## src/hw/rtl/bwst_pkg.sv

```systemverilog
package bwst_pkg;

	localparam int TIMER_W = 24;
	localparam int APB_AW  = 5;
	localparam int APB_DW  = 32;

	localparam logic [1:0] PH_ACQ  = 2'd0;
	localparam logic [1:0] PH_WAIT = 2'd1;
	localparam logic [1:0] PH_SCAN = 2'd2;

	localparam logic [2:0] REG_INTERVAL = 3'd0;
	localparam logic [2:0] REG_GUARD    = 3'd1;
	localparam logic [2:0] REG_MISSES   = 3'd2;
	localparam logic [2:0] REG_MAGIC0   = 3'd3;
	localparam logic [2:0] REG_MAGIC1   = 3'd4;

	localparam logic [TIMER_W-1:0] INTERVAL_RST = TIMER_W'(900000);
	localparam logic [TIMER_W-1:0] GUARD_RST    = TIMER_W'(60000);
	localparam logic [3:0]         MISSES_RST   = 4'd3;
	localparam logic [7:0]         MAGIC0_RST   = 8'h88;
	localparam logic [7:0]         MAGIC1_RST   = 8'h77;

	localparam logic [4:0] PKT_LEN   = 5'd6;
	localparam logic [3:0] MISS_SAT  = 4'd15;
	localparam logic       OP_TICK   = 1'b0;

	typedef struct packed {
		logic       opcode;
		logic       mfr_present;
		logic [4:0] mfr_length;
		logic [7:0] byte_zero;
		logic [7:0] byte_one;
		logic [7:0] byte_two;
		logic [7:0] byte_three;
		logic [7:0] byte_four;
		logic [7:0] byte_five;
	} in_item_t;

	typedef struct packed {
		logic [1:0]         phase;
		logic               scan_enable;
		logic               in_sync;
		logic [3:0]         misses;
		logic [15:0]        beacon_id;
		logic signed [15:0] temperature;
		logic               accepted;
		logic               display_update;
	} out_item_t;

endpackage

```

## src/hw/rtl/bwst_if.sv

```systemverilog
interface bwst_in_if;
	logic               valid;
	logic               ready;
	bwst_pkg::in_item_t payload;

	modport source(output valid, output payload, input ready);
	modport sink(input valid, input payload, output ready);
endinterface

interface bwst_out_if;
	logic                valid;
	logic                ready;
	bwst_pkg::out_item_t payload;

	modport source(output valid, output payload, input ready);
	modport sink(input valid, input payload, output ready);
endinterface

```

## src/hw/rtl/beacon_window_sync_tracker_unit.sv

```systemverilog
// Channel   Role     Carries
// events    sink     one tick or one advertisement per item
// status    source   phase, flags, miss count and held sensor data per item
// apb       slave    five configuration registers at byte addresses 0 to 16
//
// An input register feeds one compare-and-update step, whose result is registered;
// a new item is accepted every cycle while status is not stalled.
// The result register frees the input side whenever the result is taken or empty.
// Reset clears the valid flags and tracker state and loads the register defaults.
// A stall on status holds the result and, once the input register is full, events.
module beacon_window_sync_tracker_unit (
	input  logic                          clk,
	input  logic                          arst_n,
	bwst_in_if.sink                       events,
	bwst_out_if.source                    status,
	input  logic                          psel,
	input  logic                          penable,
	input  logic                          pwrite,
	input  logic [bwst_pkg::APB_AW-1:0]   paddr,
	input  logic [bwst_pkg::APB_DW-1:0]   pwdata,
	output logic [bwst_pkg::APB_DW-1:0]   prdata,
	output logic                          pready
);

	localparam int TW = bwst_pkg::TIMER_W;

	logic [TW-1:0] interval_q;
	logic [TW-1:0] guard_q;
	logic [3:0]    max_misses_q;
	logic [7:0]    magic0_q;
	logic [7:0]    magic1_q;

	logic [2:0] reg_idx;
	logic       cfg_wr;

	logic               valid_s1;
	bwst_pkg::in_item_t item_s1;
	logic               advance;

	logic               out_valid_q;
	bwst_pkg::out_item_t out_item_q;

	logic [1:0]         phase_q;
	logic               sync_q;
	logic               scan_q;
	logic               seen_q;
	logic [3:0]         miss_q;
	logic [15:0]        id_q;
	logic signed [15:0] temp_q;
	logic [TW-1:0]      since_q;
	logic [TW-1:0]      window_q;

	logic [1:0]         phase_d;
	logic               sync_d;
	logic               scan_d;
	logic               seen_d;
	logic [3:0]         miss_d;
	logic [15:0]        id_d;
	logic signed [15:0] temp_d;
	logic [TW-1:0]      since_d;
	logic [TW-1:0]      window_d;
	logic               accepted_d;
	logic               refresh_d;

	logic [TW-1:0] since_inc;
	logic [TW-1:0] window_inc;
	logic [TW-1:0] wake;
	logic [3:0]    miss_inc;
	logic          pkt_ok;

	assign reg_idx = paddr[bwst_pkg::APB_AW-1:2];
	assign cfg_wr  = psel && penable && pwrite;
	assign pready  = 1'b1;

	always_ff @(posedge clk or negedge arst_n) begin
		if (!arst_n) begin
			interval_q   <= bwst_pkg::INTERVAL_RST;
			guard_q      <= bwst_pkg::GUARD_RST;
			max_misses_q <= bwst_pkg::MISSES_RST;
			magic0_q     <= bwst_pkg::MAGIC0_RST;
			magic1_q     <= bwst_pkg::MAGIC1_RST;
		end else if (cfg_wr) begin
			case (reg_idx)
				bwst_pkg::REG_INTERVAL: interval_q   <= pwdata[TW-1:0];
				bwst_pkg::REG_GUARD:    guard_q      <= pwdata[TW-1:0];
				bwst_pkg::REG_MISSES:   max_misses_q <= pwdata[3:0];
				bwst_pkg::REG_MAGIC0:   magic0_q     <= pwdata[7:0];
				bwst_pkg::REG_MAGIC1:   magic1_q     <= pwdata[7:0];
				default: ;
			endcase
		end
	end

	always_comb begin
		case (reg_idx)
			bwst_pkg::REG_INTERVAL: prdata = bwst_pkg::APB_DW'(interval_q);
			bwst_pkg::REG_GUARD:    prdata = bwst_pkg::APB_DW'(guard_q);
			bwst_pkg::REG_MISSES:   prdata = bwst_pkg::APB_DW'(max_misses_q);
			bwst_pkg::REG_MAGIC0:   prdata = bwst_pkg::APB_DW'(magic0_q);
			bwst_pkg::REG_MAGIC1:   prdata = bwst_pkg::APB_DW'(magic1_q);
			default:                prdata = '0;
		endcase
	end

	assign advance      = valid_s1 && (!out_valid_q || status.ready);
	assign events.ready = !valid_s1 || advance;

	always_ff @(posedge clk or negedge arst_n) begin
		if (!arst_n) begin
			valid_s1 <= 1'b0;
		end else if (events.ready) begin
			valid_s1 <= events.valid;
		end
	end

	always_ff @(posedge clk) begin
		if (events.valid && events.ready) begin
			item_s1 <= events.payload;
		end
	end

	assign since_inc  = (since_q == '1) ? since_q : since_q + 1'b1;
	assign window_inc = (window_q == '1) ? window_q : window_q + 1'b1;
	assign wake       = (guard_q >= interval_q) ? '0 : interval_q - guard_q;
	assign miss_inc   = (miss_q < bwst_pkg::MISS_SAT) ? miss_q + 1'b1 : miss_q;
	assign pkt_ok     = item_s1.mfr_present && (item_s1.mfr_length == bwst_pkg::PKT_LEN) &&
		(item_s1.byte_zero == magic0_q) && (item_s1.byte_one == magic1_q);

	always_comb begin
		phase_d    = phase_q;
		sync_d     = sync_q;
		scan_d     = scan_q;
		seen_d     = seen_q;
		miss_d     = miss_q;
		id_d       = id_q;
		temp_d     = temp_q;
		since_d    = since_q;
		window_d   = window_q;
		accepted_d = 1'b0;
		refresh_d  = 1'b0;
		if (item_s1.opcode == bwst_pkg::OP_TICK) begin
			case (phase_q)
				bwst_pkg::PH_WAIT: begin
					scan_d = 1'b0;
					if (!sync_q) begin
						phase_d = bwst_pkg::PH_ACQ;
					end else begin
						since_d = since_inc;
						if (since_inc >= wake) begin
							phase_d   = bwst_pkg::PH_SCAN;
							seen_d    = 1'b0;
							window_d  = '0;
							scan_d    = 1'b1;
							refresh_d = 1'b1;
						end
					end
				end
				bwst_pkg::PH_SCAN: begin
					scan_d   = 1'b1;
					window_d = window_inc;
					if (window_inc >= guard_q) begin
						scan_d    = 1'b0;
						refresh_d = 1'b1;
						phase_d   = bwst_pkg::PH_WAIT;
						if (seen_q) begin
							miss_d = '0;
						end else if (miss_inc >= max_misses_q) begin
							phase_d = bwst_pkg::PH_ACQ;
							sync_d  = 1'b0;
							miss_d  = '0;
						end else begin
							miss_d = miss_inc;
						end
					end
				end
				default: begin
					phase_d = bwst_pkg::PH_ACQ;
					scan_d  = 1'b1;
					since_d = since_inc;
				end
			endcase
		end else if (pkt_ok) begin
			accepted_d = 1'b1;
			refresh_d  = 1'b1;
			sync_d     = 1'b1;
			id_d       = {item_s1.byte_two, item_s1.byte_three};
			temp_d     = signed'({item_s1.byte_four, item_s1.byte_five});
			since_d    = '0;
			miss_d     = '0;
			if (phase_q == bwst_pkg::PH_SCAN) begin
				seen_d = 1'b1;
			end
			phase_d = bwst_pkg::PH_WAIT;
		end
	end

	always_ff @(posedge clk or negedge arst_n) begin
		if (!arst_n) begin
			phase_q  <= bwst_pkg::PH_ACQ;
			sync_q   <= 1'b0;
			scan_q   <= 1'b0;
			seen_q   <= 1'b0;
			miss_q   <= '0;
			id_q     <= '0;
			temp_q   <= '0;
			since_q  <= '0;
			window_q <= '0;
		end else if (advance) begin
			phase_q  <= phase_d;
			sync_q   <= sync_d;
			scan_q   <= scan_d;
			seen_q   <= seen_d;
			miss_q   <= miss_d;
			id_q     <= id_d;
			temp_q   <= temp_d;
			since_q  <= since_d;
			window_q <= window_d;
		end
	end

	always_ff @(posedge clk or negedge arst_n) begin
		if (!arst_n) begin
			out_valid_q <= 1'b0;
		end else if (advance) begin
			out_valid_q <= 1'b1;
		end else if (status.ready) begin
			out_valid_q <= 1'b0;
		end
	end

	always_ff @(posedge clk) begin
		if (advance) begin
			out_item_q.phase          <= phase_d;
			out_item_q.scan_enable    <= scan_d;
			out_item_q.in_sync        <= sync_d;
			out_item_q.misses         <= miss_d;
			out_item_q.beacon_id      <= id_d;
			out_item_q.temperature    <= temp_d;
			out_item_q.accepted       <= accepted_d;
			out_item_q.display_update <= refresh_d;
		end
	end

	assign status.valid   = out_valid_q;
	assign status.payload = out_item_q;

endmodule

```

## src/flat_wrapper.sv

```systemverilog
// flat-port wrapper written by rule: the top's interface ports become plain ports
module beacon_window_sync_tracker_unit_flat 
  (clk, arst_n, psel, penable, pwrite, paddr, pwdata, prdata, pready, events_valid, events_payload, events_ready, status_valid, status_payload, status_ready);
  bwst_in_if events_i ();
  bwst_out_if status_i ();
  input  logic clk;
  input  logic arst_n;
  input  logic psel;
  input  logic penable;
  input  logic pwrite;
  input  logic [bwst_pkg::APB_AW-1:0] paddr;
  input  logic [bwst_pkg::APB_DW-1:0] pwdata;
  output logic [bwst_pkg::APB_DW-1:0] prdata;
  output logic pready;
  input wire logic [$bits(events_i.valid)-1:0] events_valid;
  input wire logic [$bits(events_i.payload)-1:0] events_payload;
  output wire logic [$bits(events_i.ready)-1:0] events_ready;
  output wire logic [$bits(status_i.valid)-1:0] status_valid;
  output wire logic [$bits(status_i.payload)-1:0] status_payload;
  input wire logic [$bits(status_i.ready)-1:0] status_ready;
  assign events_i.valid = events_valid;
  assign events_i.payload = events_payload;
  assign events_ready = events_i.ready;
  assign status_valid = status_i.valid;
  assign status_payload = status_i.payload;
  assign status_i.ready = status_ready;
  beacon_window_sync_tracker_unit u_core (.clk(clk), .arst_n(arst_n), .events(events_i), .status(status_i), .psel(psel), .penable(penable), .pwrite(pwrite), .paddr(paddr), .pwdata(pwdata), .prdata(prdata), .pready(pready));
endmodule
```

## config.mk

```make
export PLATFORM = sky130hd
export DESIGN_NAME = beacon_window_sync_tracker_unit_flat
export DESIGN_NICKNAME = d
export VERILOG_FILES = /design/src/hw/rtl/bwst_pkg.sv /design/src/hw/rtl/bwst_if.sv /design/src/hw/rtl/beacon_window_sync_tracker_unit.sv /design/src/flat_wrapper.sv
export SDC_FILE = /design/constraint.sdc
export NUM_CORES = 1
export LEC_CHECK = 0
export BUFFER_PORTS_ARGS = -buffer_cell sky130_fd_sc_hd__buf_2
export CORE_ASPECT_RATIO = 1.5
export CORE_MARGIN = 2
export CORE_UTILIZATION = 40
export CTS_CLUSTER_SIZE = 8
export DETAILED_ROUTE_END_ITERATION = 10
export SYNTH_ARGS = -nofsm -noshare
export SYNTH_HDL_FRONTEND = slang
export SYNTH_SLANG_ARGS = --single-unit
```

## constraint.sdc

```tcl
create_clock -name clk -period 8.66 [get_ports clk]
set_input_delay 0 -clock clk [delete_from_list [all_inputs] [get_ports clk]]
set_output_delay 0 -clock clk [all_outputs]
set_load 0.01 [all_outputs]
```

==> flow_summary.toml <==
[run_status]
status = "finished, final reports clean"

[floorplan]
coreArea_sq_um = 35700
start_util_pct = 40.3
rows = 85
ioPinCount = 176
dieArea_sq_um = 37600
dieHeight_um = 236
fp.dieW_um = 159

[timing]
finalSetupViolCount = 0
timing.final.crit_share_pct = 74.5
relSlewSlack_pct = 28.1
skew_ns = 0.0162
finalHoldViolCount = 0
period_needed_ns = 6.45
rsz0062_at_grt = "false"
report.final.slew_viol_count = 0
hold_ws_ns = 0.0528
timing.fmax_mhz = 155
worst_slew_pin_slew_ns = 1.08
setup_tns_ns = 0

[synthesis]
postSynthAreaPerCell_sq_um = 10.2
synth.cell_area_sq_um = 14400
ys.flop_type = "dfrtp_1"
synth-seq-area-share_pct = 48.1
synth_edf_count = 97
synthArstFlopShare_pct = 62.1
synth.distinct_cells = 83
ys_warn_count = 0
syn_inst = 1411
synth_seq_cells = 256

[clocking]
cts_hold_buf = 85
cts_sinks = 256
cts_setup_buffers = 0
cts_tree = "yes"
htreeDepth = 2
clock_latency_ns = 0.53
clk_pin_slew_worst_paths_ns = 0.05
cts_buffers = 37
cts_resized = 0
clockBufferDepth = 3
cts_root_buf = "clkbuf_16"

[setup_path]
crit_start = "u_core.guard_q[9]"
end_kind = "register"
rrSetupSlack_ns = 2.21
cp.required_ns = 9.12
worstPathArrival_ns = 6.91
worstReg2RegStart = "u_core.guard_q[9]"
critical_path_peak_fanout = 30
cp-start-kind = "register"
rr_endpoint = "u_core.window_q[7]"
worstRegToRegCells = 16
cp_slowest_cell = "a41oi_2"
crit_type = "register to register"
cpPeakStageDelay_ns = 0.87
cp_common_cell = "nand4_1"
crit_chain = "inv_1 > ha_1 > nand4_1 > nor3_1 > a211oi_1 > nor2_1 > a311oi_1 > a41oi_2 > nand4_1 > ha_1 > nand4_1 > or4_1 > o311ai_1 > nand2_1 > or4_1 > nand3_1"
crit_path_end = "u_core.window_q[7]"

[global_routing]
antenna_found_initial = 0
grt_max_degree = 96
grt-ovfl-total = 0
grt_pass1_vias = 11600
grt_use_total_pct = 20.2
grt_pass1_wl_um = 60900

[route]
wl_per_cell_um = 17.7
viasPerCell = 5.34
ant_nets = 0
vias = 11500
drtPass1Iterations = 4
drt_iter0_drc = 577
drc_errors = 0
totalWireLength_um = 38100

[final_layout]
antenna_cells = 0
stdcell_count = 2152
nets = 1827
final_common_cell = "nand2_1"
areaGrowthSynthToFinish_pct = 21.7
layout_common_cells = "259 x nand2_1, 155 x buf_2, 131 x dfrtp_1"
final_layout_size_suffix_gt1_share_pct = 20.8

[power]
p_seq_share_pct = 38.8
p_leak_nw = 7.71
pwr-share-clk_pct = 34.6
p_switching_w = 0.00125
intPower_w = 0.00263
swShare_pct = 32.2
pwr-share-comb_pct = 26.6
p_per_area_nw_per_um2 = 221
ir_worst_vdd_uv = 160

[place]
placed_cells = 2000
portBuffers = 156
dp_hpwl_um = 26500
gp_congestion = 0.880

[flow_run]
cap_violations = 0

[worst_hold_path]
hold_path_class = "primary input to register"
-- routing by layer --
metal	share of wire, %	track usage, %
met1	39	22.9
met2	53	37.6
met3	4.7	3.52
met4	3.2	7.55
met5	0	0
-- metrics by stage --
| stage | util [%] | setup WS [ns] | power, W | area [sq um] |
|---|---|---|---|---|
| after global placement | 43.6 | 2.38 | 0.00249 | 15600 |
| after global routing | 49.0 | 1.74 | 0.00409 | 17500 |
| after detailed placement | 43.6 | 2.23 | 0.00252 | 15600 |
| after floorplan | - | 4.04 | 0.00220 | 14400 |
| after CTS | 49.0 | 2.20 | 0.00391 | 17500 |
| final | 49.0 | 2.21 | 0.00387 | 17500 |
-- kinds of logic after synthesis --
logic type	Yosys count	share of synthesized area [%]
AO/OA/AOI/OAI	302	13.6
XOR/XNOR	75	4.56
AND/OR/NAND/NOR	494	16.4
buffers and inverters	117	3.68
flip-flops	256	48.1
multiplexers	83	6.48
adder cells (fa/ha/maj)	82	7.18
other	2	0.0522
-- worst max-delay path, delay by kind of cell (launching register included) --
family	cells	cell delay, ns
AOI/OAI and AO/OA	4	1.70
adders and majority gates	2	0.83
buffers and inverters	1	0.09
DFF	1	0.51
and+or+nand+nor	9	3.23
-- registers in the layout (all words and copies together) (netlist names) --
| register | cells |
|---|---|
| u_core.status.payload | 42 |
| u_core.magic1_q | 8 |
| u_core.temp_q | 16 |
| u_core.max_misses_q | 4 |
| u_core.scan_q | 1 |
| u_core.window_q | 24 |
| u_core.miss_q | 4 |
| u_core.id_q | 16 |
| u_core.sync_q | 1 |
| u_core.seen_q | 1 |
| u_core.valid_s1 | 1 |
| u_core.interval_q | 24 |
| u_core.item_s1 | 55 |
| u_core.guard_q | 24 |
| u_core.status.valid | 1 |
| u_core.phase_q | 2 |
| u_core.since_q | 24 |
| u_core.magic0_q | 8 |
-- synthesized netlist by cell type, drive strengths merged, types with 11 or more instances --
| cell type | count | area (sq um) |
|---|---|---|
| a31oi | 16 | 100 |
| nand4 | 25 | 178 |
| edfxtp | 97 | 2910 |
| a211oi | 11 | 87.6 |
| nand2b | 13 | 81.3 |
| a22o | 15 | 131 |
| mux2 | 82 | 923 |
| and3 | 17 | 106 |
| xor2 | 33 | 289 |
| ha | 81 | 1010 |
| clkbuf | 39 | 176 |
| o31ai | 14 | 119 |
| nor4 | 18 | 125 |
| nand3 | 32 | 165 |
| dfrtp | 131 | 3280 |
| a21oi | 50 | 250 |
| and2 | 11 | 70.1 |
| buf | 25 | 154 |
| nor3 | 16 | 80.1 |
| o21ai | 104 | 521 |
| xnor2 | 42 | 368 |
| nand2 | 260 | 976 |
| dfstp | 28 | 736 |
| nor2 | 58 | 234 |
| a22oi | 16 | 120 |
| inv | 53 | 199 |
-- layout make-up --
cell class | instances | area (sq um)
clock buffers | 64 | 1030
flip-flops and latches | 256 | 6930
well taps | 478 | 598
multi-input cells | 1045 | 7000
inverters | 53 | 199
clock inverters | 3 | 41.3
fillers | 3375 | 18200
repair buffers | 253 | 1730
-- worst min-delay path by stage --
stage / startpoint / to / slack (ns) / cells after the start
after CTS: paddr[4] / u_core.interval_q[2] / 0.03 / 3
final: paddr[4] / u_core.interval_q[2] / 0.05 / 3
after detailed placement: events_payload[16] / u_core.item_s1[16] / 0.18 / 1
after global placement: events_payload[27] / u_core.item_s1[27] / 0.18 / 1
after floorplan: arst_n / u_core.guard_q[0] / -0.30 / 0
after global routing: paddr[4] / u_core.interval_q[1] / 0.09 / 3
-- power by group through the flow --
| stage | sequential [W] | combinational, W | clock [W] |
|---|---|---|---|
| 6_report | 0.00150 | 0.00103 | 0.00134 |
| 3_3_place_gp | 0.00152 | 0.000978 | 0 |
| 3_5_place_dp | 0.00152 | 0.000997 | 0 |
| 4_1_cts | 0.00150 | 0.00103 | 0.00138 |
| 5_1_grt | 0.00152 | 0.00115 | 0.00143 |
| 2_1_floorplan | 0.00150 | 0.000703 | 0 |
No activity file was read; power rests on OpenSTA's default activity.
